### config.mk
export PLATFORM = sky130hd
export DESIGN_NAME = serial_line_command_parser
export DESIGN_NICKNAME = d
export VERILOG_FILES = /design/src/rtl/slcp_pkg.sv /design/src/rtl/serial_line_command_parser.sv
export SDC_FILE = /design/constraint.sdc
export NUM_CORES = 1
export LEC_CHECK = 0
export BUFFER_PORTS_ARGS = -buffer_cell sky130_fd_sc_hd__buf_2
export CORE_ASPECT_RATIO = 0.9
export CORE_UTILIZATION = 60
export CTS_CLUSTER_SIZE = 10
export DETAILED_ROUTE_END_ITERATION = 8
export PLACE_DENSITY = 0.77
export SYNTH_ARGS = -nofsm -noshare
export SYNTH_HDL_FRONTEND = slang
export SYNTH_SLANG_ARGS = --single-unit
### constraint.sdc
create_clock -name clock -period 4.7 [get_ports clock]
set_clock_uncertainty 0.05 [all_clocks]
set_input_delay 0 -clock clock [delete_from_list [all_inputs] [get_ports clock]]
set_output_delay 0 -clock clock [all_outputs]
set_load 0.1 [all_outputs]
### src/rtl/slcp_pkg.sv
// ----------------------------------------------------------------------------
// slcp_pkg: shared constants for the serial line command parser
// Character codes and default sizing.
// ----------------------------------------------------------------------------
package slcp_pkg;

   localparam int LINE_CAPACITY_DEFAULT = 32;

   localparam logic [7:0] CHAR_CR    = 8'd13;
   localparam logic [7:0] CHAR_LF    = 8'd10;
   localparam logic [7:0] CHAR_COLON = 8'd58;
   localparam logic [7:0] CHAR_SPACE = 8'd32;
   localparam logic [7:0] CHAR_TAB   = 8'd9;
   localparam logic [7:0] CHAR_VT    = 8'd11;
   localparam logic [7:0] CHAR_FF    = 8'd12;
   localparam logic [7:0] CHAR_PLUS  = 8'd43;
   localparam logic [7:0] CHAR_MINUS = 8'd45;
   localparam logic [7:0] CHAR_ZERO  = 8'd48;
   localparam logic [7:0] CHAR_NINE  = 8'd57;

   // shortest well formed line: letter, colon, one more byte
   localparam int MIN_LINE_LENGTH = 3;

   localparam logic [31:0] MAG_CAP = 32'h8000_0000;
   localparam logic [31:0] POS_MAX = 32'h7fff_ffff;

endpackage

### src/rtl/serial_line_command_parser.sv
// ----------------------------------------------------------------------------
// serial_line_command_parser
// Builds lines from received bytes and reports "X:<number>" commands. One byte
// is taken per cycle while the input stage advances: each beat lands in an
// input register, from which a single pass of logic updates the line state
// (command letter, colon check, atoi-style argument with 32-bit saturation)
// and, on CR or LF after a non-empty line, loads one result beat into the
// output register. Bytes past LINE_CAPACITY-1 in a line are dropped. The
// rate is one byte per clock when not stalled; the input stage advances
// whenever the output register is empty or being taken, so a stalled result
// holds off at most the byte behind it. Results pass input then output register.
// ----------------------------------------------------------------------------
module serial_line_command_parser
   import slcp_pkg::*;
#(
   parameter int LINE_CAPACITY = LINE_CAPACITY_DEFAULT
) (
   input  logic        clock,
   input  logic        reset,
   input  logic        req_tvalid,
   output logic        req_tready,
   input  logic [7:0]  req_tdata,   // [7:0] rx_byte
   output logic        rsp_tvalid,
   input  logic        rsp_tready,
   output logic [47:0] rsp_tdata,   // [7:0] command_letter, [39:8] argument_value,
                                    // [40] value_overflowed, [47:41] zero
   output logic [0:0]  rsp_tuser    // [0] well_formed
);

   localparam int CW = $clog2(LINE_CAPACITY);
   localparam logic [CW-1:0] COUNT_LIMIT = CW'(LINE_CAPACITY - 1);

   typedef enum logic [1:0] {
      PH_BLANKS,
      PH_DIGITS,
      PH_DONE
   } phase_type;

   // input stage
   logic          in_valid_ff;
   logic [7:0]    in_byte_ff;
   logic          advance;

   // line state
   logic [CW-1:0] count_ff,  count_in;
   logic [7:0]    first_ff,  first_in;
   logic          colon_ff,  colon_in;
   phase_type     phase_ff,  phase_in;
   logic          minus_ff,  minus_in;
   logic [31:0]   mag_ff,    mag_in;
   logic          ovf_ff,    ovf_in;

   // result register
   logic          out_valid_ff, out_valid_in;
   logic          out_wf_ff,    out_wf_in;
   logic [7:0]    out_letter_ff, out_letter_in;
   logic [31:0]   out_value_ff,  out_value_in;
   logic          out_ovf_ff,    out_ovf_in;

   logic          is_term, is_digit, is_blank, is_sign;
   logic [35:0]   mag_next;

   assign advance    = !out_valid_ff || rsp_tready;
   assign req_tready = !in_valid_ff || advance;

   assign is_term  = (in_byte_ff == CHAR_CR) || (in_byte_ff == CHAR_LF);
   assign is_digit = (in_byte_ff >= CHAR_ZERO) && (in_byte_ff <= CHAR_NINE);
   assign is_blank = (in_byte_ff == CHAR_SPACE) || (in_byte_ff == CHAR_TAB) ||
                     (in_byte_ff == CHAR_VT) || (in_byte_ff == CHAR_FF);
   assign is_sign  = (in_byte_ff == CHAR_PLUS) || (in_byte_ff == CHAR_MINUS);

   // magnitude * 10 + digit, as shift-and-add
   assign mag_next = {1'b0, mag_ff, 3'b000} + {3'b000, mag_ff, 1'b0}
                   + {32'd0, 4'(in_byte_ff - CHAR_ZERO)};

   always_comb begin
      count_in      = count_ff;
      first_in      = first_ff;
      colon_in      = colon_ff;
      phase_in      = phase_ff;
      minus_in      = minus_ff;
      mag_in        = mag_ff;
      ovf_in        = ovf_ff;
      out_valid_in  = out_valid_ff && !rsp_tready;
      out_wf_in     = out_wf_ff;
      out_letter_in = out_letter_ff;
      out_value_in  = out_value_ff;
      out_ovf_in    = out_ovf_ff;

      if (in_valid_ff && advance) begin
         if (is_term) begin
            if (count_ff != '0) begin
               out_valid_in = 1'b1;
               if ((count_ff >= CW'(MIN_LINE_LENGTH)) && colon_ff) begin
                  out_wf_in     = 1'b1;
                  out_letter_in = first_ff;
                  out_ovf_in    = ovf_ff;
                  if (minus_ff) begin
                     out_value_in = 32'd0 - mag_ff;
                  end else if (mag_ff > POS_MAX) begin
                     out_value_in = POS_MAX;
                     out_ovf_in   = 1'b1;
                  end else begin
                     out_value_in = mag_ff;
                  end
               end else begin
                  out_wf_in     = 1'b0;
                  out_letter_in = '0;
                  out_value_in  = '0;
                  out_ovf_in    = 1'b0;
               end
               count_in = '0;
               first_in = '0;
               colon_in = 1'b0;
               phase_in = PH_BLANKS;
               minus_in = 1'b0;
               mag_in   = '0;
               ovf_in   = 1'b0;
            end
         end else if (count_ff < COUNT_LIMIT) begin
            count_in = count_ff + CW'(1);
            if (count_ff == '0) begin
               first_in = in_byte_ff;
            end else if (count_ff == CW'(1)) begin
               colon_in = (in_byte_ff == CHAR_COLON);
            end else begin
               case (phase_ff)
                  PH_BLANKS: begin
                     if (is_sign) begin
                        minus_in = (in_byte_ff == CHAR_MINUS);
                        phase_in = PH_DIGITS;
                     end else if (is_digit) begin
                        phase_in = PH_DIGITS;
                        mag_in   = mag_next[31:0];
                     end else if (!is_blank) begin
                        phase_in = PH_DONE;
                     end
                  end
                  PH_DIGITS: begin
                     if (is_digit) begin
                        if (mag_next > {4'd0, MAG_CAP}) begin
                           mag_in = MAG_CAP;
                           ovf_in = 1'b1;
                        end else begin
                           mag_in = mag_next[31:0];
                        end
                     end else begin
                        phase_in = PH_DONE;
                     end
                  end
                  default: begin
                  end
               endcase
               // first digit straight from blanks cannot overflow
            end
         end
      end
   end

   always_ff @(posedge clock) begin
      if (reset) begin
         in_valid_ff  <= 1'b0;
         out_valid_ff <= 1'b0;
         count_ff     <= '0;
         first_ff     <= '0;
         colon_ff     <= 1'b0;
         phase_ff     <= PH_BLANKS;
         minus_ff     <= 1'b0;
         mag_ff       <= '0;
         ovf_ff       <= 1'b0;
      end else begin
         if (req_tready) begin
            in_valid_ff <= req_tvalid;
         end
         out_valid_ff <= out_valid_in;
         count_ff     <= count_in;
         first_ff     <= first_in;
         colon_ff     <= colon_in;
         phase_ff     <= phase_in;
         minus_ff     <= minus_in;
         mag_ff       <= mag_in;
         ovf_ff       <= ovf_in;
      end
   end

   // payload registers
   always_ff @(posedge clock) begin
      if (req_tready && req_tvalid) begin
         in_byte_ff <= req_tdata;
      end
      out_wf_ff     <= out_wf_in;
      out_letter_ff <= out_letter_in;
      out_value_ff  <= out_value_in;
      out_ovf_ff    <= out_ovf_in;
   end

   assign rsp_tvalid = out_valid_ff;
   assign rsp_tdata  = {7'd0, out_ovf_ff, out_value_ff, out_letter_ff};
   assign rsp_tuser  = out_wf_ff;

endmodule
==> results of run 1 <==
placed cells by master, fill, tap and decap left out, types with 8 or more instances in the layout:
cell type	n
sky130_fd_sc_hd__ha_1	70
sky130_fd_sc_hd__nand2_1	68
sky130_fd_sc_hd__a21oi_1	60
sky130_fd_sc_hd__buf_2	55
sky130_fd_sc_hd__dfxtp_1	52
sky130_fd_sc_hd__edfxtp_1	50
sky130_fd_sc_hd__nor2_1	45
sky130_fd_sc_hd__nor3_1	39
sky130_fd_sc_hd__a211oi_1	35
sky130_fd_sc_hd__a32o_1	27
sky130_fd_sc_hd__o21ai_0	25
sky130_fd_sc_hd__inv_1	20
sky130_fd_sc_hd__nand3_1	18
sky130_fd_sc_hd__xnor2_1	18
sky130_fd_sc_hd__and3_1	14
sky130_fd_sc_hd__a21o_1	13
sky130_fd_sc_hd__nand4_1	12
sky130_fd_sc_hd__or3_1	11
sky130_fd_sc_hd__dlygate4sd3_1	11
sky130_fd_sc_hd__nand2b_1	10
sky130_fd_sc_hd__nor4_1	10
sky130_fd_sc_hd__o211ai_1	10
sky130_fd_sc_hd__xor2_1	9
sky130_fd_sc_hd__clkbuf_16	9
sky130_fd_sc_hd__and2_1	8
sky130_fd_sc_hd__or4_1	8
worst max-delay path, delay by kind of cell, from the launching register on:
kind / cells / cell delay [ps]
AOI/OAI and AO/OA: 6 / 1360
xor gates and xnor gates: 1 / 180
adders and majority gates: 2 / 980
buffers and inverters: 2 / 340
DFF: 1 / 490
and+or+nand+nor: 3 / 920
cells by family (layout without fill, tap and decap cells):
logic type               count (synthesis)  count (layout)  synth area share, %
AO/OA/AOI/OAI                          244             244                 24.9
XOR/XNOR                                27              27                 3.28
adder cells (fa/ha/maj)                 72              72                 12.7
buffers and inverters                   69             110                 4.70
flip-flops                             102             102                 35.3
multiplexers                             5               5                0.763
other                                    1               7               0.0520
AND/OR/NAND/NOR                        260             260                 18.4
power by group:
group          internal [W]  switching (W)  total [W]
sequential         0.000936      0.0000122   0.000948
clock              0.000369       0.000343   0.000712
combinational     0.0000256      0.0000623  0.0000878
total               0.00133       0.000418    0.00175
cell usage after synthesis, types with 9 or more instances:
library cell / instances / area share, %
sky130_fd_sc_hd__a21oi_1: 61 / 4.2
sky130_fd_sc_hd__dfxtp_1: 52 / 14
sky130_fd_sc_hd__nor2_1: 45 / 2.3
sky130_fd_sc_hd__o211ai_1: 10 / 1.0
sky130_fd_sc_hd__clkbuf_1: 28 / 1.5
sky130_fd_sc_hd__nand2b_1: 10 / 0.87
sky130_fd_sc_hd__nor4_1: 10 / 0.87
sky130_fd_sc_hd__o21ai_0: 25 / 1.7
sky130_fd_sc_hd__xor2_1: 9 / 1.1
sky130_fd_sc_hd__nand2_1: 68 / 3.5
sky130_fd_sc_hd__nor3_1: 39 / 2.7
sky130_fd_sc_hd__inv_1: 20 / 1.0
sky130_fd_sc_hd__nand3_1: 18 / 1.2
sky130_fd_sc_hd__and3_1: 14 / 1.2
sky130_fd_sc_hd__a32o_1: 27 / 3.7
sky130_fd_sc_hd__buf_4: 9 / 0.94
sky130_fd_sc_hd__a211oi_1: 35 / 3.6
sky130_fd_sc_hd__nand4_1: 12 / 1.0
sky130_fd_sc_hd__a21o_1: 13 / 1.4
sky130_fd_sc_hd__edfxtp_1: 50 / 21
sky130_fd_sc_hd__or3_1: 11 / 0.95
sky130_fd_sc_hd__xnor2_1: 18 / 2.2
sky130_fd_sc_hd__ha_1: 70 / 12
state kept, by name, indices dropped and copies added (netlist names):
name and cells:
ovf_ff 1, in_valid_ff 1, rsp_tvalid 1, count_ff 5
out_letter_ff 8, rsp_tuser 1, first_ff 8, minus_ff 1
mag_ff 32, out_ovf_ff 1, phase_ff 2, in_byte_ff 8
out_value_ff 32, colon_ff 1
per-layer routing:
metal  track usage, %  vias up
met3             5.85       27
met4             6.50        0
met1             43.7     2983
met5                0        -
li1                 -     3074
met2             42.4      290
layout make-up:
cell class | instances | area [sq um]
sequential | 102 | 2540
fill | 945 | 3670
tap | 156 | 195
multi-input combinational | 615 | 4360
timing repair buffer | 73 | 438
inverter | 21 | 78.8
clock inverter | 6 | 53.8
clock buffer | 10 | 229
per-stage QoR:
stage          hold slack, ps  cell area, sq um  total power (W)
2_1_floorplan            48.9              7230          0.00103
3_3_place_gp              127              7510          0.00104
3_5_place_dp              129              7510          0.00105
4_1_cts                  37.8              7900          0.00175
5_1_grt                  56.7              7900          0.00180
6_report                 39.3              7900          0.00175
final timing paths:
check	startpoint	to	depth (start not counted)
worst max-delay path	mag_ff[2]$_SDFFE_PP0P_	mag_ff[11]$_SDFFE_PP0P_	14
worst min-delay path	reset	count_ff[0]$_SDFFE_PP0P_	2
worst max register to register	mag_ff[2]$_SDFFE_PP0P_	mag_ff[11]$_SDFFE_PP0P_	14
worst min register to register	first_ff[5]$_SDFFE_PP0P_	first_ff[5]$_SDFFE_PP0P_	2
repair_timing:
action	in CTS	in global routing
endpoints found under the hold margin	10	0
buffers inserted	0	0
endpoints found under the setup margin	0	0
hold buffers	11	0
==> flow_summary.yaml, run 1 <==
timing:
  hold_violations_final: 0
  transition_at_the_pin_with_the_smallest_max_transition_slack_ps: 1110
  slew_headroom_pct: 26.1
  grt_setup_unrepaired: "no"
  timing.fmax_mhz: 229
  setup_viol: 0
  period_share_pct: 93.0
  min_period_ps: 4370
  finalMaxSlewViolations: 0
  fin_setup_tns_ps: 0
  post-route-worst-setup-slack_ps: 329
power_and_ir_drop:
  pwr_cell_area_nw_per_um2: 221
  vdd.ir_drop.worst_uv: 166
  power_leakage_nw: 3.46
outcome:
  outcome: "finished, final reports clean"
placed_design:
  detailedPlace.worstSlack_ps: 406
  port_buffers: 55
  hpwlAfterDp_mm: 13.6
  gp_congestion: 0.897
  placedCellCount: 956
clock_tree:
  ctsResizeCount: 0
  tritoncts.num_buffers: 9
  cts_htree_levels: 3
  cts.reportedPaths.clkPinSlew_ps: 70
  root_buffer_selected_by_cts: "sky130_fd_sc_hd__clkbuf_16"
  cts_sinks: 102
  cts_tree: "yes"
  clock_path_buffers: 2
  clock_latency_ps: 350
die:
  die_h_microns: 106
  fp-row-count: 37
  design.die.area_sq_um: 12500
  io-pin-count: 63
  fp.dieW_microns: 118
  floorplan.initialDensity_pct: 62.3
  floorplan.core_area_sq_um: 11600
route:
  vias_per_cell: 6.48
  wl_met2_mm: 7.52
  drt_drc_violations_left: 0
  vias: 6374
  detail_route.wl_per_cell_microns: 18.2
  wl_mm: 17.9
  detailedRoute.firstIterationViolations: 626
  route.layer.met1.wl_mm: 8.54
  final_antenna_net_count: 0
  routed.top_layer: "met4"
  met3WireLength_mm: 1.58
  dr.pass1.iters: 5
finish:
  num_antenna_cells: 0
  fraction_of_layout_cells_with_a_size_suffix_above_1_pct: 13.1
  postLayoutCoreUtil_pct: 68.3
  final_cell_count_no_fill: 983
  syn2layout_area_growth_pct: 9.58
  fin_nets: 906
synth:
  synth.ff_latch_count: 102
  synth-edff-count: 50
  mappedNetlistArea_sq_um: 7210
  postSynthCellCount: 780
  yosysWarnings: 0
  synth_cell_type_count: 76
  synth-main-ff-cell: "sky130_fd_sc_hd__dfxtp_1"
  synth_sequential_area_ratio_pct: 35.3
  postSynth.asyncResetShare_pct: 0
  postSynthAreaPerCell_sq_um: 9.24
worst_setup_path:
  critical_path.cell_chain: "inv_1, fa_1, fa_1, nand2b_1, a21oi_2, o21ai_2, o311ai_4, a21boi_2, xnor2_1, or4b_1, and4b_1, a31o_1, buf_4, a32o_1"
  critical_path.slowest_cell: "sky130_fd_sc_hd__fa_1"
  timing.setup.critical_path_class: "reg -> reg"
  worst_path_most_repeated_cell: "sky130_fd_sc_hd__fa_1"
  slowest_delay_ps: 500
  cp.arrival_ps: 4600
  cp-start-kind: "flop"
  endpoint_kind: "flop"
  data_required_time_of_the_critical_path_ps: 4930
  crit_path_max_fanout: 17
  regToRegSetupSlack_ps: 330
global_routing:
  global_route_total_usage_across_every_layer_pct: 29.0
  grt_pass1_wl_mm: 29.0
  grt.overflow.total: 0
  first_global_vias: 5694
  antenna_found_initial: 0
  largest_net_degree_at_the_start_of_global_routing: 43
run:
  maxCapViolCount: 0
min_path:
  min-delay-path-class: "in -> reg"
No activity file was read; power rests on OpenSTA's default activity.
==> inputs of run 2 (changes only) <==
--- a/config.mk
+++ b/config.mk
@@ -7,10 +7,10 @@
 export LEC_CHECK = 0
 export BUFFER_PORTS_ARGS = -buffer_cell sky130_fd_sc_hd__buf_2
 export CORE_ASPECT_RATIO = 0.9
-export CORE_UTILIZATION = 60
+export CORE_UTILIZATION = 55
 export CTS_CLUSTER_SIZE = 10
 export DETAILED_ROUTE_END_ITERATION = 8
-export PLACE_DENSITY = 0.77
+export PLACE_DENSITY = 0.74
 export SYNTH_ARGS = -nofsm -noshare
 export SYNTH_HDL_FRONTEND = slang
 export SYNTH_SLANG_ARGS = --single-unit
==> constraint.sdc (replaced) <==
create_clock -name clock -period 3.7 [get_ports clock]
set_clock_uncertainty 0.05 [all_clocks]
set_input_delay 0 -clock clock [delete_from_list [all_inputs] [get_ports clock]]
set_output_delay 0 -clock clock [all_outputs]
set_load 0.1 [all_outputs]
==> flow_summary.yaml, run 2 (same netlist as run 1, synthesis figures left out) <==
run:
  maxCapViolCount: 0
global_routing:
  grt.overflow.total: 0
  largest_net_degree_at_the_start_of_global_routing: 43
  global_route_total_usage_across_every_layer_pct: 30.5
  antenna_found_initial: 0
  first_global_vias: 6439
  grt_pass1_wl_mm: 32.7
power_and_ir_drop:
  cell_internal_power_dissipation_w: 0.00174
  seq_power_share_pct: 53.0
  switchingPower_w: 0.000535
  pwr_cell_area_nw_per_um2: 260
  p_sw_share_pct: 23.6
  clock_power_share_pct: 41.3
  power_leakage_nw: 4.01
  vdd.ir_drop.worst_uv: 291
  share_comb_of_total_power_pct: 5.7
die:
  floorplan.core_area_sq_um: 12700
  fp-row-count: 39
  fp.dieW_microns: 123
  io-pin-count: 63
  die_h_microns: 111
  floorplan.initialDensity_pct: 56.6
  design.die.area_sq_um: 13600
clock_tree:
  clock_path_buffers: 2
  tritoncts.num_buffers: 9
  root_buffer_selected_by_cts: "sky130_fd_sc_hd__clkbuf_16"
  cts.reportedPaths.clkPinSlew_ps: 80
  cts_htree_levels: 3
  clock_latency_ps: 350
  cts_sinks: 102
  cts_tree: "yes"
min_path:
  min_path_cells: 2
  timing.hold.worst_endpoint: "count_ff[0]$_SDFFE_PP0P_"
  hp-start: "reset"
  min-delay-path-class: "in -> reg"
worst_setup_path:
  top_delay_family_on_crit_path: "compound AO/OA/AOI/OAI gates"
  ff2ff_path_depth: 15
  cp_num_buf_inv: 3
  slowest_delay_ps: 520
  critical_path.slowest_cell: "sky130_fd_sc_hd__fa_1"
  r2r_path_end: "mag_ff[18]$_SDFFE_PP0P_"
  timing.setup.critical_path_class: "reg -> reg"
  crit_path_max_fanout: 8
  data_required_time_of_the_critical_path_ps: 3930
  cp-start-kind: "flop"
  critical_path.cell_chain: "inv_2, fa_1, buf_4, fa_2, nand2b_4, a21oi_4, o21ai_4, o311ai_4, a21boi_2, xnor2_2, or4b_1, and4b_1, a31o_4, buf_6, a32o_1"
  endpoint_kind: "flop"
  timing.rr.start: "in_byte_ff[3]$_DFFE_PP_"
  regToRegSetupSlack_ps: -290
  cp.arrival_ps: 4230
timing:
  grt_setup_unrepaired: "yes"
  setup_viol: 32
  period_share_pct: 108
  post-route-worst-setup-slack_ps: -294
  hold_ws_ps: 41.7
  min_period_ps: 3990
  finalMaxSlewViolations: 0
  hold_violations_final: 0
  transition_at_the_pin_with_the_smallest_max_transition_slack_ps: 1170
  slew_headroom_pct: 22.0
  timing.fmax_mhz: 250
finish:
  syn2layout_area_growth_pct: 21.3
  finished_cell_area_sq_um: 8750
  fin_nets: 1000
  biggestRegsByFlops: "mag_ff: 32 flops, out_value_ff: 32 flops"
  fraction_of_layout_cells_with_a_size_suffix_above_1_pct: 23.6
  mostFrequentLayoutCell: "sky130_fd_sc_hd__buf_4"
  num_antenna_cells: 0
  mostFrequentLayoutCells: "sky130_fd_sc_hd__buf_4, sky130_fd_sc_hd__nand2_1, sky130_fd_sc_hd__ha_1"
  final.fill_count: 1002
placed_design:
  hpwlAfterDp_mm: 15.7
  port_buffers: 55
  dpl_cell_area_sq_um: 8170
  detailedPlace.worstSlack_ps: -228
  gp_congestion: 1.01
route:
  drt_drc_violations_left: 0
  detailedRoute.firstIterationViolations: 765
  detail_route.wl_per_cell_microns: 18.8
  vias_per_cell: 6.41
  vias: 6950
  wl_mm: 20.4
  dr.pass1.iters: 7
  final_antenna_net_count: 0
outcome:
  outcome: "complete, but fails checks"
  failed_checks: "setup timing"
-- run 2: cell types whose count changed in the layout (fill, tap and decap cells not counted), moves of 2 or more --
cell                       before  now
sky130_fd_sc_hd__buf_4          7   96
sky130_fd_sc_hd__buf_6          0    4
sky130_fd_sc_hd__clkinv_4       2    0
sky130_fd_sc_hd__ha_1          70   68
sky130_fd_sc_hd__inv_1         20   18
sky130_fd_sc_hd__inv_2          1    3
sky130_fd_sc_hd__xnor2_1       18   16
sky130_fd_sc_hd__xnor2_2        0    2
-- run 2: stage by stage --
step / instances / setup TNS [ps] / total power [W] / utilization [%]
2_1_floorplan: 786 / -335 / 0.00131 / -
3_3_place_gp: 1046 / -1820 / 0.00133 / 64.1
3_5_place_dp: 1046 / -5360 / 0.00134 / 64.1
4_1_cts: 1083 / -3250 / 0.00226 / 68.3
5_1_grt: 1085 / -13480 / 0.00233 / 68.7
6_report: 1085 / -7920 / 0.00227 / 68.7
-- run 2: area by class of cell --
cell class	instances	area (sq um)	area share [%]
multi-input combinational	615	4460	50.9
sequential	102	2540	29.1
timing repair buffer	167	1170	13.4
clock buffer	11	254	2.90
tap	164	205	2.35
inverter	21	78.8	0.901
clock inverter	5	38.8	0.443
-- run 2: worst max path at each step --
stage / startpoint / to / cells after the start
2_1_floorplan: in_byte_ff[2]$_DFFE_PP_ / mag_ff[24]$_SDFFE_PP0P_ / 16
3_3_place_gp: in_byte_ff[3]$_DFFE_PP_ / mag_ff[2]$_SDFFE_PP0P_ / 12
3_5_place_dp: in_byte_ff[2]$_DFFE_PP_ / mag_ff[0]$_SDFFE_PP0P_ / 15
4_1_cts: in_byte_ff[3]$_DFFE_PP_ / mag_ff[17]$_SDFFE_PP0P_ / 14
5_1_grt: in_byte_ff[3]$_DFFE_PP_ / mag_ff[18]$_SDFFE_PP0P_ / 16
6_report: in_byte_ff[3]$_DFFE_PP_ / mag_ff[18]$_SDFFE_PP0P_ / 15
-- run 2: per-layer routing --
metal / GRT usage, % / vias up / wire length (microns)
met1: 46.3 / 3336 / 9260
met5: 0 / - / 0
met2: 45.2 / 324 / 9090
met3: 3.25 / 33 / 1680
met4: 8.37 / 0 / 335
li1: - / 3257 / -
-- run 2: power groups by stage --
stage / Combinational (W) / Clock [W] / Sequential, W
final: 0.000129 / 0.000938 / 0.00120
after global placement: 0.000106 / 0 / 0.00123
after global routing: 0.000138 / 0.000987 / 0.00121
after CTS: 0.000123 / 0.000936 / 0.00120
after floorplan: 0.0000874 / 0 / 0.00122
after detailed placement: 0.000110 / 0 / 0.00123
-- run 2: worst register-to-register path: cells and delay by family (launching register included) --
family                   cells  cell delay, ps
AO/OA/AOI/OAI                6            1210
XOR/XNOR                     1             160
adder cells (fa/ha/maj)      2             850
buffers and inverters        3             360
flip-flops                   1             380
AND/OR/NAND/NOR              3             910
-- run 2: repair_timing --
item / CTS / global route
setup buffers: 9 / 2
hold buffers: 11 / 0
gates resized for setup: 10 / 8
endpoints found under the setup margin: 31 / 33
cloned: 1 / 0
hold endpoints to repair: 10 / 0
pin swaps: 10 / 10
